[config.mk]
export PLATFORM = sky130hd
export DESIGN_NAME = periodic_cell_neighbour_generator
export DESIGN_NICKNAME = d
export VERILOG_FILES = /design/src/hw/rtl/pcng_pkg.sv /design/src/hw/rtl/pcng_front.sv /design/src/hw/rtl/periodic_cell_neighbour_generator.sv
export VERILOG_INCLUDE_DIRS = /design/src /design/src/hw/rtl
export SDC_FILE = /design/constraint.sdc
export NUM_CORES = 2
export LEC_CHECK = 0
export BUFFER_PORTS_ARGS = -buffer_cell sky130_fd_sc_hd__buf_2
export CORE_AREA = 3 3 297 299
export CTS_BUF_LIST = sky130_fd_sc_hd__clkbuf_8
export CTS_CLUSTER_DIAMETER = 150
export DETAILED_ROUTE_END_ITERATION = 10
export DIE_AREA = 0 0 300 302
export PLACE_DENSITY = 0.85
export SKIP_LAST_GASP = 1
export SLEW_MARGIN = 30
export SYNTH_ARGS = -nofsm -noshare
export SYNTH_HDL_FRONTEND = slang
export SYNTH_SLANG_ARGS = --single-unit
[constraint.sdc]
create_clock -name clk -period 13.9 [get_ports clk]
set_input_delay 2.78 -clock clk [delete_from_list [all_inputs] [get_ports clk]]
set_output_delay 2.78 -clock clk [all_outputs]
set_load 0.05 [all_outputs]
[src/hw/rtl/periodic_cell_neighbour_generator_assert.svh]
// Assertion helpers for the RTL of the neighbour generator.
`ifndef PERIODIC_CELL_NEIGHBOUR_GENERATOR_ASSERT_SVH
`define PERIODIC_CELL_NEIGHBOUR_GENERATOR_ASSERT_SVH

// Same-cycle implication, checked on every rising edge outside reset.
`define PCNG_ASSERT_IMP(name, clk, rst, ante, cons, msg) \
  name: assert property (@(posedge clk) disable iff (rst) (ante) |-> (cons)) \
    else $error(msg);

// Next-cycle implication, checked on every rising edge outside reset.
`define PCNG_ASSERT_NXT(name, clk, rst, ante, cons, msg) \
  name: assert property (@(posedge clk) disable iff (rst) (ante) |=> (cons)) \
    else $error(msg);

`endif

[src/hw/rtl/pcng_pkg.sv]
package pcng_pkg;

  localparam int IDX_W           = 18;
  localparam int SLOT_W          = 5;
  localparam int CFG_W           = 7;
  localparam int DATA_W          = 32;
  localparam int ADDR_W          = 4;
  localparam int NEIGHBOUR_COUNT = 26;
  localparam int RING_SIZE       = 8;
  localparam int AXIAL_FIRST     = 24;

  localparam logic [SLOT_W-1:0] LAST_SLOT  = SLOT_W'(NEIGHBOUR_COUNT - 1);
  localparam logic [CFG_W-1:0]  SIDE_RESET = CFG_W'(4);

  typedef enum logic [1:0] {
    REG_CELLS_X = 2'd0,
    REG_CELLS_Y = 2'd1,
    REG_CELLS_Z = 2'd2
  } cfg_reg_t;

  // Which of the three wrapped coordinates along an axis a slot uses.
  typedef enum logic [1:0] {
    SEL_SAME  = 2'd0,
    SEL_PLUS  = 2'd1,
    SEL_MINUS = 2'd2
  } sel_t;

  typedef struct packed {
    sel_t plane_sel;
    sel_t row_sel;
    sel_t col_sel;
  } slot_sel_t;

  // Everything the emitter needs to form the 26 neighbour indices of a cell.
  typedef struct packed {
    logic [2:0][IDX_W-1:0] plane_base;
    logic [2:0][IDX_W-1:0] row_base;
    logic [2:0][IDX_W-1:0] col;
    logic                  bad;
  } front_item_t;

  function automatic slot_sel_t slot_lookup(input logic [SLOT_W-1:0] s);
    slot_sel_t r;
    r.plane_sel = SEL_SAME;
    r.row_sel   = SEL_SAME;
    r.col_sel   = SEL_SAME;
    if (int'(s) < RING_SIZE) begin
      r.plane_sel = SEL_SAME;
    end else if (int'(s) < 2 * RING_SIZE) begin
      r.plane_sel = SEL_PLUS;
    end else if (int'(s) < AXIAL_FIRST) begin
      r.plane_sel = SEL_MINUS;
    end else if (int'(s) == AXIAL_FIRST) begin
      r.plane_sel = SEL_PLUS;
    end else begin
      r.plane_sel = SEL_MINUS;
    end
    if (int'(s) < AXIAL_FIRST) begin
      // Ring order: the next row, the same row, then the previous row;
      // columns run left to right and the centre is skipped.
      case (s[2:0])
        3'd0: begin r.row_sel = SEL_PLUS;  r.col_sel = SEL_MINUS; end
        3'd1: begin r.row_sel = SEL_PLUS;  r.col_sel = SEL_SAME;  end
        3'd2: begin r.row_sel = SEL_PLUS;  r.col_sel = SEL_PLUS;  end
        3'd3: begin r.row_sel = SEL_SAME;  r.col_sel = SEL_MINUS; end
        3'd4: begin r.row_sel = SEL_SAME;  r.col_sel = SEL_PLUS;  end
        3'd5: begin r.row_sel = SEL_MINUS; r.col_sel = SEL_MINUS; end
        3'd6: begin r.row_sel = SEL_MINUS; r.col_sel = SEL_SAME;  end
        default: begin r.row_sel = SEL_MINUS; r.col_sel = SEL_PLUS; end
      endcase
    end
    return r;
  endfunction

endpackage

[src/hw/rtl/pcng_front.sv]
module pcng_front import pcng_pkg::*; #(
  parameter int MAX_SIDE = 64
) (
  input  logic                    clk,
  input  logic                    rst,
  input  logic                    in_valid,
  output logic                    in_stall,
  input  logic [IDX_W-1:0]        cell_idx,
  input  logic [$clog2(MAX_SIDE+1)-1:0]   sx,
  input  logic [$clog2(MAX_SIDE+1)-1:0]   sy,
  input  logic [$clog2(MAX_SIDE+1)-1:0]   sz,
  input  logic [2*$clog2(MAX_SIDE+1)-1:0] plane,
  input  logic [3*$clog2(MAX_SIDE+1)-1:0] total,
  output logic                    out_valid,
  input  logic                    out_stall,
  output front_item_t             out_item
);

  localparam int SW  = $clog2(MAX_SIDE + 1);
  localparam int DW  = (3 * SW > IDX_W) ? 3 * SW : IDX_W;
  localparam int DS  = 2 * SW;
  localparam int WS  = DS + 1;
  localparam int MS  = DS + 2;
  localparam int NS  = DS + 3;
  localparam int PPW = 3 * SW;
  localparam int RPW = 2 * SW;

  logic          v   [0:NS-1];
  logic          rdy [0:NS];
  logic [DW-1:0] rem [0:DS];
  logic [SW-1:0] quo1 [1:DS];
  logic [SW-1:0] quo2 [SW+1:DS];
  logic          bad [1:DS];

  assign rdy[NS]   = !out_stall;
  assign in_stall  = !rdy[0];
  assign out_valid = v[MS];

  for (genvar i = 0; i < NS; i++) begin : g_ctl
    assign rdy[i] = !v[i] || rdy[i+1];
    if (i == 0) begin : g_first
      always_ff @(posedge clk) begin
        if (rst) begin
          v[i] <= 1'b0;
        end else if (rdy[i]) begin
          v[i] <= in_valid;
        end
      end
    end else begin : g_rest
      always_ff @(posedge clk) begin
        if (rst) begin
          v[i] <= 1'b0;
        end else if (rdy[i]) begin
          v[i] <= v[i-1];
        end
      end
    end
  end

  always_ff @(posedge clk) begin
    if (rdy[0]) begin
      rem[0] <= DW'(cell_idx);
    end
  end

  // Restoring division, one quotient bit per stage: first by the plane size
  // to get the plane number, then by the row length to get the row.
  for (genvar i = 1; i <= DS; i++) begin : g_div
    logic [DW-1:0] dsh;
    logic          take;
    logic          bad_nx;

    assign take = rem[i-1] >= dsh;

    if (i == 1) begin : g_bad_first
      assign bad_nx = rem[0] >= DW'(total);
    end else begin : g_bad_pass
      assign bad_nx = bad[i-1];
    end

    if (i <= SW) begin : g_plane
      logic [SW-1:0] qprev;
      assign dsh = DW'(plane) << (SW - i);
      if (i == 1) begin : g_q0
        assign qprev = '0;
      end else begin : g_qn
        assign qprev = quo1[i-1];
      end
      always_ff @(posedge clk) begin
        if (rdy[i]) begin
          rem[i]  <= take ? rem[i-1] - dsh : rem[i-1];
          quo1[i] <= (qprev << 1) | SW'(take);
          bad[i]  <= bad_nx;
        end
      end
    end else begin : g_row
      logic [SW-1:0] qprev;
      assign dsh = DW'(sx) << (DS - i);
      if (i == SW + 1) begin : g_q0
        assign qprev = '0;
      end else begin : g_qn
        assign qprev = quo2[i-1];
      end
      always_ff @(posedge clk) begin
        if (rdy[i]) begin
          rem[i]  <= take ? rem[i-1] - dsh : rem[i-1];
          quo1[i] <= quo1[i-1];
          quo2[i] <= (qprev << 1) | SW'(take);
          bad[i]  <= bad_nx;
        end
      end
    end
  end

  function automatic logic [SW-1:0] wrap_up(input logic [SW-1:0] x, input logic [SW-1:0] n);
    logic [SW:0] s;
    s = {1'b0, x} + 1'b1;
    return (s == {1'b0, n}) ? '0 : s[SW-1:0];
  endfunction

  function automatic logic [SW-1:0] wrap_dn(input logic [SW-1:0] x, input logic [SW-1:0] n);
    return (x == '0) ? n - 1'b1 : x - 1'b1;
  endfunction

  logic [2:0][SW-1:0] pl_w;
  logic [2:0][SW-1:0] rw_w;
  logic [2:0][SW-1:0] cl_w;
  logic               bad_w;
  logic [SW-1:0]      p_d;
  logic [SW-1:0]      r_d;
  logic [SW-1:0]      q_d;

  assign p_d = quo1[DS];
  assign r_d = quo2[DS];
  assign q_d = rem[DS][SW-1:0];

  always_ff @(posedge clk) begin
    if (rdy[WS]) begin
      pl_w[SEL_SAME]  <= p_d;
      pl_w[SEL_PLUS]  <= wrap_up(p_d, sz);
      pl_w[SEL_MINUS] <= wrap_dn(p_d, sz);
      rw_w[SEL_SAME]  <= r_d;
      rw_w[SEL_PLUS]  <= wrap_up(r_d, sy);
      rw_w[SEL_MINUS] <= wrap_dn(r_d, sy);
      cl_w[SEL_SAME]  <= q_d;
      cl_w[SEL_PLUS]  <= wrap_up(q_d, sx);
      cl_w[SEL_MINUS] <= wrap_dn(q_d, sx);
      bad_w           <= bad[DS];
    end
  end

  logic [2:0][PPW-1:0] pprod;
  logic [2:0][RPW-1:0] rprod;
  front_item_t         item_next;

  always_comb begin
    item_next.bad = bad_w;
    for (int j = 0; j < 3; j++) begin
      pprod[j] = PPW'(pl_w[j]) * PPW'(plane);
      rprod[j] = RPW'(rw_w[j]) * RPW'(sx);
      item_next.plane_base[j] = IDX_W'(pprod[j]);
      item_next.row_base[j]   = IDX_W'(rprod[j]);
      item_next.col[j]        = IDX_W'(cl_w[j]);
    end
  end

  always_ff @(posedge clk) begin
    if (rdy[MS]) begin
      out_item <= item_next;
    end
  end

endmodule

[src/hw/rtl/periodic_cell_neighbour_generator.sv]
// Channel     Direction  Handshake                    Payload
// cell        in         cell_valid / cell_stall      cell_index
// neighbour   out        neighbour_valid / neighbour_stall
//                                                     neighbour_index, slot, last, bad_cell
// config      in         APB (psel, penable, pready)  paddr, pwdata, prdata
//
// Each cell item yields 26 neighbour items, one per cycle from the output
// register while the output does not stall; the next cell is taken in the
// same cycle that the last slot of the one before leaves. The cell passes
// a division pipeline, a wrap stage and a multiply stage before the emitter.
// Reset is synchronous and active high; the cell channel is stalled after
// reset and after every register write while the grid sizes settle.
// A stall on the output holds the result in place and backs up the pipeline.

`include "periodic_cell_neighbour_generator_assert.svh"

module periodic_cell_neighbour_generator import pcng_pkg::*; #(
  parameter int MAX_SIDE = 64
) (
  input  logic                clk,
  input  logic                rst,
  input  logic                cell_valid,
  output logic                cell_stall,
  input  logic [IDX_W-1:0]    cell_index,
  output logic                neighbour_valid,
  input  logic                neighbour_stall,
  output logic [IDX_W-1:0]    neighbour_index,
  output logic [SLOT_W-1:0]   slot,
  output logic                last,
  output logic                bad_cell,
  input  logic                psel,
  input  logic                penable,
  input  logic                pwrite,
  input  logic [ADDR_W-1:0]   paddr,
  input  logic [DATA_W-1:0]   pwdata,
  output logic [DATA_W-1:0]   prdata,
  output logic                pready
);

  localparam int SW  = $clog2(MAX_SIDE + 1);
  localparam int PLW = 2 * SW;
  localparam int TW  = 3 * SW;

  // ---------------------------------------------------------------------
  // Configuration registers. The raw written bits are kept and read back;
  // the grid logic works on the clamped sides below.
  // ---------------------------------------------------------------------
  logic [CFG_W-1:0] cells_x;
  logic [CFG_W-1:0] cells_y;
  logic [CFG_W-1:0] cells_z;
  logic             cfg_wr;
  logic             cfg_settle;

  assign pready = 1'b1;
  assign cfg_wr = psel && penable && pwrite && pready;

  always_ff @(posedge clk) begin
    if (rst) begin
      cells_x <= SIDE_RESET;
      cells_y <= SIDE_RESET;
      cells_z <= SIDE_RESET;
    end else if (cfg_wr) begin
      unique case (paddr[ADDR_W-1:2])
        REG_CELLS_X: cells_x <= pwdata[CFG_W-1:0];
        REG_CELLS_Y: cells_y <= pwdata[CFG_W-1:0];
        REG_CELLS_Z: cells_z <= pwdata[CFG_W-1:0];
        default: ;
      endcase
    end
  end

  always_comb begin
    unique case (paddr[ADDR_W-1:2])
      REG_CELLS_X: prdata = DATA_W'(cells_x);
      REG_CELLS_Y: prdata = DATA_W'(cells_y);
      REG_CELLS_Z: prdata = DATA_W'(cells_z);
      default:     prdata = '0;
    endcase
  end

  // The plane size and cell count are registered one after the other, so
  // the cell channel waits in the cycle after a write before taking an item.
  always_ff @(posedge clk) begin
    if (rst) begin
      cfg_settle <= 1'b1;
    end else begin
      cfg_settle <= cfg_wr;
    end
  end

  // A side of zero counts as one and a side beyond the maximum is clamped.
  function automatic logic [SW-1:0] eff_side(input logic [CFG_W-1:0] x);
    logic [SW-1:0] e;
    if (x == '0) begin
      e = SW'(1);
    end else if (int'(x) > MAX_SIDE) begin
      e = SW'(MAX_SIDE);
    end else begin
      e = SW'(x);
    end
    return e;
  endfunction

  logic [SW-1:0]  side_x;
  logic [SW-1:0]  side_y;
  logic [SW-1:0]  side_z;
  logic [PLW-1:0] plane_cells;
  logic [TW-1:0]  total_cells;

  assign side_x = eff_side(cells_x);
  assign side_y = eff_side(cells_y);
  assign side_z = eff_side(cells_z);

  always_ff @(posedge clk) begin
    plane_cells <= PLW'(side_x) * PLW'(side_y);
    total_cells <= TW'(plane_cells) * TW'(side_z);
  end

  // ---------------------------------------------------------------------
  // Front pipeline: splits the cell into plane, row and column, wraps each
  // coordinate both ways and forms the partial index bases.
  // ---------------------------------------------------------------------
  logic        front_in_stall;
  logic        front_valid;
  logic        front_stall;
  front_item_t front_item;

  assign cell_stall = front_in_stall || cfg_settle;

  pcng_front #(
    .MAX_SIDE(MAX_SIDE)
  ) u_front (
    .clk      (clk),
    .rst      (rst),
    .in_valid (cell_valid && !cfg_settle),
    .in_stall (front_in_stall),
    .cell_idx (cell_index),
    .sx       (side_x),
    .sy       (side_y),
    .sz       (side_z),
    .plane    (plane_cells),
    .total    (total_cells),
    .out_valid(front_valid),
    .out_stall(front_stall),
    .out_item (front_item)
  );

  // ---------------------------------------------------------------------
  // Emitter: walks the 26 slots of the held cell, one per cycle unless the
  // output stalls, adding the plane base, row base and column picked by the
  // slot table; the next cell loads in the same cycle the last slot leaves.
  // ---------------------------------------------------------------------
  front_item_t       item;
  logic              busy;
  logic [SLOT_W-1:0] slot_cnt;
  logic              out_ld;
  logic              fire;
  logic              at_last;
  logic              front_take;
  slot_sel_t         sel;
  logic [IDX_W-1:0]  idx_next;

  assign out_ld      = !neighbour_valid || !neighbour_stall;
  assign fire        = busy && out_ld;
  assign at_last     = slot_cnt == LAST_SLOT;
  assign front_stall = busy && !(out_ld && at_last);
  assign front_take  = front_valid && !front_stall;
  assign sel         = slot_lookup(slot_cnt);

  always_comb begin
    idx_next = item.plane_base[sel.plane_sel] + item.row_base[sel.row_sel]
             + item.col[sel.col_sel];
    if (item.bad) begin
      idx_next = '0;
    end
  end

  always_ff @(posedge clk) begin
    if (rst) begin
      busy            <= 1'b0;
      slot_cnt        <= '0;
      neighbour_valid <= 1'b0;
    end else begin
      if (front_take) begin
        busy     <= 1'b1;
        slot_cnt <= '0;
      end else if (fire) begin
        busy     <= !at_last;
        slot_cnt <= slot_cnt + 1'b1;
      end
      if (out_ld) begin
        neighbour_valid <= busy;
      end
    end
  end

  always_ff @(posedge clk) begin
    if (front_take) begin
      item <= front_item;
    end
    if (fire) begin
      neighbour_index <= idx_next;
      slot            <= slot_cnt;
      last            <= at_last;
      bad_cell        <= item.bad;
    end
  end

  // Within one cell the slots count up by one with nothing skipped.
  `PCNG_ASSERT_NXT(a_slot_step, clk, rst, neighbour_valid && !neighbour_stall && !last, neighbour_valid && slot == $past(slot) + 5'd1, "neighbour slot did not advance by one")
  // The out-of-grid flag belongs to the cell and cannot change mid-run.
  `PCNG_ASSERT_NXT(a_bad_steady, clk, rst, neighbour_valid && !neighbour_stall && !last, bad_cell == $past(bad_cell), "bad_cell changed within one cell")
  // A run that follows a finished one starts again at slot zero.
  `PCNG_ASSERT_IMP(a_run_start, clk, rst, neighbour_valid && $past(neighbour_valid && !neighbour_stall && last), slot == 5'd0, "new cell did not start at slot zero")
  // No cell is taken while the derived grid sizes are still settling.
  `PCNG_ASSERT_NXT(a_cfg_hold, clk, rst, cfg_wr, cell_stall, "cell accepted right after a register write")

endmodule
-- Yosys cells after proc, flatten, opt, wreduce, memory -nomap -nowiden
Memory sizes are Yosys's and may differ from the RTL's. A register that Yosys moved wholly into a read port is not among the register bits.
Cells that the tools add are included.
- register bits after elaboration: 388
- latch bits: 0
- memory bits (writable): 493
- ROM bits: 0
- input bits: 61
- output and inout port bits: 60
- logic and storage cells: 333
- memories kept: 5
- memory list (memory ; words ; bits a word ; read ports ; clocked after memory_dff ; write ports ; RTL line ; text):
    u_front.rem ; 15 ; 21 ; 15 ; 0 ; 15 ; pcng_front.sv:30 ; logic [DW-1:0] rem [0:DS];
    u_front.quo1 ; 14 ; 7 ; 14 ; 0 ; 14 ; pcng_front.sv:31 ; logic [SW-1:0] quo1 [1:DS];
    u_front.quo2 ; 7 ; 7 ; 7 ; 0 ; 7 ; pcng_front.sv:32 ; logic [SW-1:0] quo2 [SW+1:DS];
    u_front.v ; 17 ; 1 ; 17 ; 0 ; 17 ; pcng_front.sv:28 ; logic v [0:NS-1];
    u_front.bad ; 14 ; 1 ; 14 ; 1 ; 14 ; pcng_front.sv:33 ; logic bad [1:DS];
- add/subtract/negate cells: 26
- multipliers: 8
- divide/modulo/power cells: 0
- $lt $le $gt $ge: 24
- equality and inequality tests: 13
- shifts and indexed selects: 0
- muxes and demuxes: 123
- bitwise logic cells: 29
- reductions and logical operators: 63
- operator list (operator ; count):
    two-way mux 21 bit ; 14
    binary-select mux 18 bit (select 2 bit) ; 3
    two-way mux 1 bit ; 87
    bitwise OR 7 x 1 -> 7 bit ; 12
    two-way mux 7 bit ; 9
    multiplier 7 x 7 -> 14 bit ; 4
    multiplier 7 x 14 -> 18 bit ; 3
    two-way mux 18 bit ; 3
    logical NOT 7 bit ; 6
    subtractor 7 x 1 -> 7 bit (second input constant) ; 6
    adder 18 bit ; 2
    case mux 4 bit (7 select lines) ; 1
    adder 7 x 1 -> 8 bit (second input constant) ; 3
    equality test 8 x 7 -> 1 bit ; 3
    logical NOT 1 bit ; 24
    >= comparator 21 x 10 -> 1 bit ; 1
    >= comparator 21 x 11 -> 1 bit ; 1
    >= comparator 21 x 12 -> 1 bit ; 1
    >= comparator 21 x 13 -> 1 bit ; 1
    >= comparator 21 x 14 -> 1 bit ; 1
    >= comparator 21 x 15 -> 1 bit ; 1
    >= comparator 21 x 16 -> 1 bit ; 1
    >= comparator 21 x 17 -> 1 bit ; 1
    >= comparator 21 x 18 -> 1 bit ; 1
    44 further kinds ; 97

-- Longest topological paths before layout
- word-level depth: 27
- gate-level depth with buffers: 22
- mapped depth without buffers: 21

-- Hierarchy
Synthesis repeated with hierarchy kept, for this count alone.
- cell total of the unflattened synthesis: 5282
- area, all modules: 58882.7 sq um
- modules (own cells, without submodules) (module ; times used ; cells each ; area each (sq um) ; seq. area each (sq um)):
    pcng_front ; 1 ; 3940 ; 43678.1 ; 18497.7
    periodic_cell_neighbour_generator ; 1 ; 1342 ; 15204.6 ; 6926.6

-- Least setup slack after synthesis
OpenSTA, ideal clock, no wires.
- path kind: input-to-output
- start point: in neighbour_stall
- end point: out cell_stall
- arrival: 8.026 ns
- data required time: 11.120 ns
- setup slack: 3.094 ns
- cell stages on the path: 10
- path buffers: 0
- cells stage by stage: nand2_1 > a21boi_0 > and2_1 > inv_1 > nor2_1 > and3_1 > inv_1 > nor2_1 > nand4_1 > nand2b_1
- RTL lines (item ; RTL line ; text):
    start, declared ; periodic_cell_neighbour_generator.sv:26 ; input logic neighbour_stall,
    end, declared ; periodic_cell_neighbour_generator.sv:23 ; output logic cell_stall,

==> Flow_metrics.wiki <==
{| class="wikitable"
! Metric !! Value
|-
| Maximum number of buffers from clock root to sink || 3
|-
| Synth Cell Area || 0.0557 mm²
|-
| Leading cell type in the layout, fill and taps excluded || edfxtp_1
|-
| Tcrit/Tclk final || 0.665
|-
| Leakage Power || 25.7 nW
|-
| Fraction of met3 tracks used by global routing || 0.0458
|-
| Maximum fanout encountered on the critical timing path || 56
|-
| CP max-delay cell || a21boi_0
|-
| Final non-filler cell area || 0.0599 mm²
|-
| Effective utilization at floorplan || 0.652
|-
| Vert. Die Dim || 302 µm
|-
| Hold buffer count at cts || 0
|-
| Final std cells w/o fill || 6,432
|-
| Sequential area share after synthesis || 0.432
|-
| Count of cell types in the netlist || 88
|-
| Cell type group with the largest total delay on the critical path || simple AND/OR/NAND/NOR gates
|-
| Root buffer cell || clkbuf_8
|-
| Site Rows || 107
|-
| Port bufs || 67
|-
| Detailed-route wire length per cell || 18.4 µm
|-
| Area share of and/or/nand/nor cells after synthesis || 0.135
|-
| Worst slack, placed || 4.88 ns
|-
| Global-route wire length before repair || 193 mm
|-
| Number of synthesis warnings || 0
|-
| Register clock-pin slew on the reported worst setup and hold paths || 0.06 ns
|-
| CP Data Arrival Time || 6.46 ns
|-
| Share of post-route cells with drive strength above 1 || 0.0731
|-
| Placed inst area || 0.0572 mm²
|-
| Final slew viol count || 0
|-
| Count of buffering cells on the critical path with inverters included || 6
|-
| TritonCTS buffer count || 138
|-
| Share of synthesized cell area in full adder, half adder and majority cells || 0.226
|-
| Status || finished clean
|-
| Standard cell core area || 0.0854 mm²
|-
| Worst setup EP type || output port
|-
| Nets || 6,031
|-
| Via count of the first global-routing pass || 38,800
|-
| Pin count of the biggest net entering global routing || 65
|-
| Die Outline Area || 0.0906 mm²
|-
| RePlAce Congestion || 0.884
|-
| RSZ-0062 raised after global routing || no
|-
| Number of synthesized register bits || 823
|-
| Worst IR drop on VDD || 0.145 mV
|-
| Violation count after the first detailed-routing iteration || 2,782
|-
| Finish-stage setup viols || 0
|-
| Class of the tightest hold or removal check || flip-flop to flip-flop
|-
| Worst-case setup margin in the final layout || 4.66 ns
|-
| Worst-skew pair later-pin latency || 0.79 ns
|-
| Setup Fix Bufs, Post-CTS || 0
|-
| Maximum operating frequency || 108 MHz
|-
| Max transition margin || 0.355
|-
| Maximum clock skew at final layout || 0.0436 ns
|-
| Final hold violation count || 0
|-
| Routed vias || 37,700
|-
| Sort of element at the start of the critical path || primary input
|-
| Top-area cell type share of the netlist area || 0.409
|-
| Cell taking the most area after synthesis || edfxtp_1
|-
| CTS tree || yes
|-
| Sinks on Clock Net || 823
|-
| Post-Synthesis Cells || 5,068
|-
| Worst path required time || 11.12 ns
|-
| Overall fraction of global-route tracks in use || 0.267
|-
| Total detailed-routing wirelength || 118 mm
|-
| Highest cell delay on the worst timing path || 0.58 ns
|-
| Number of antenna violations at the first check in global routing || 1
|-
| Grt peak-use layer || met2
|-
| Async set or reset register ratio after synthesis || 0
|-
| Fraction of the mapped netlist area in compound gates || 0.0860
|-
| Predominant post-synthesis flop cell || edfxtp_1
|-
| Floorplan die width || 300 µm
|-
| Overflow left after global routing || 0
|-
| Crit path time final || 9.24 ns
|-
| Syn Area/Cell || 11.0 µm²
|-
| Grt met1 use || 0.325
|-
| P&R area growth vs syn || 7.58%
|-
| Number of H-tree levels || 4
|-
| Count of pins on the block boundary || 121
|-
| Post-synth EDFFs || 759
|-
| Final total negative setup slack || 0 ns
|-
| Inst Count DP || 6,177
|-
| Series of cell instances along the critical path || buf_2, nand2_1, a21boi_0, and2_1, inv_4, nor2_1, and3_1, inv_1, buf_4, nor2_1, nand4_1, buf_4, nand2b_1, buf_2
|-
| Cts repair resizes || 0
|-
| First-pass iteration count of the detailed router || 6
|-
| Via density || 5.87
|-
| GR Layer Usage met2 || 0.461
|-
| Share of cell area taken by muxes after synthesis || 0.0174
|-
| Reported max-cap violation count || 0
|-
| Residual DRC count || 0
|-
| Parity-gate share of the synthesized area counting xor and xnor cells || 0.0544
|-
| Power density relative to cell area || 140 mW/mm²
|-
| Dominant combinational cell family by area after synthesis || adder cells
|-
| Transition time at the pin with the least slew margin || 0.960 ns
|-
| Category of the critical setup timing path || primary input to output port
|-
| Remaining antenna violation count after routing || 0
|-
| Commonest cells after routing, fill and taps aside || 759 x edfxtp_1, 562 x inv_1, 507 x nand2_1
|-
| Largest cells by area after synthesis || edfxtp_1 41%, fa_1 13%, ha_1 10%, inv_1 3.5%, nand2_1 3.4%
|-
| Total half-perimeter wirelength after legalization and detailed placement || 85.1 mm
|}
-- synth_stat cells, types with 10 or more instances --
| library cell | instances |
|---|---|
| edfxtp_1 | 759 |
| inv_1 | 525 |
| nand2_1 | 511 |
| ha_1 | 449 |
| fa_1 | 348 |
| nor2_1 | 307 |
| a21oi_1 | 254 |
| and2_1 | 240 |
| xnor2_1 | 212 |
| o21ai_0 | 193 |
| clkbuf_1 | 136 |
| xor2_1 | 134 |
| a21o_1 | 90 |
| nor3_1 | 86 |
| nor2b_1 | 69 |
| dfxtp_1 | 64 |
| mux2i_1 | 62 |
| nand3_1 | 53 |
| o21a_1 | 52 |
| nand2b_1 | 50 |
| nand4_1 | 38 |
| nor4_1 | 37 |
| mux2_2 | 31 |
| buf_4 | 26 |
| and3_1 | 24 |
| o31ai_1 | 24 |
| a211oi_1 | 22 |
| a31oi_1 | 22 |
| or3_1 | 18 |
| o22ai_1 | 17 |
| o21bai_1 | 16 |
| or4_1 | 14 |
| nand4b_1 | 13 |
| o211ai_1 | 12 |
| nor3b_1 | 11 |
| a21boi_0 | 10 |
-- logic make-up after synthesis --
group | count (synthesis)
AO/OA/AOI/OAI | 781
XOR/XNOR | 346
other | 2
adder cells (fa/ha/maj) | 797
flip-flops | 823
AND/OR/NAND/NOR | 1523
buffers and inverters | 703
multiplexers | 93
-- state kept, by name, indices dropped and copies added, names as in the netlist, 5 cells and up --
signal,flops
cells_x,7
u_front.rem,298
u_front.bad,14
u_front.cl_w,21
slot_cnt,5
cells_y,7
neighbour_index,18
cells_z,7
item,118
u_front.v,17
u_front.out_item,118
u_front.pl_w,21
u_front.quo1,77
total_cells,21
slot,5
u_front.rw_w,21
u_front.quo2,28
plane_cells,14
-- path summary, 6_finish.rpt --
path	start	cells past startpoint	endpoint	slack, ns
min	u_front.cl_w[1]	0	u_front.out_item[2]	0.39
max reg2reg	cells_z[6]	19	total_cells[20]	7.95
max	neighbour_stall	14	cell_stall	4.66
min reg2reg	u_front.cl_w[1]	0	u_front.out_item[2]	0.39
-- per-stage QoR --
step | utilization | power (mW) | hold WS [ns]
floorplan | - | 5.68 | 0.400
global placement | 0.670 | 6.14 | 0.400
detailed placement | 0.670 | 6.28 | 0.405
CTS | 0.701 | 8.42 | 0.390
global route | 0.702 | 8.90 | 0.400
finish | 0.702 | 8.41 | 0.394
-- layer usage --
layer,routed length (µm),up-vias,part of all wire
met1,46200,18300,0.39
met2,58900,1387,0.50
li1,-,17700,-
met3,7580,345,0.064
met5,0,-,0
met4,5520,0,0.047
-- cell type report --
class                      count  area, µm²
multi-input combinational   3566      29000
sequential                   823      24100
tap                         1144       1430
timing repair buffer         117        708
antenna                        5       12.5
clock inverter               101        646
fill                        5857      25500
clock buffer                 149       2050
inverter                     527       1980
-- power breakdown --
group	internal, mW	switching [mW]
clock	1.11	1.00
combinational	1.09	1.35
sequential	3.46	0.396
(Power assumes the default switching activity.)
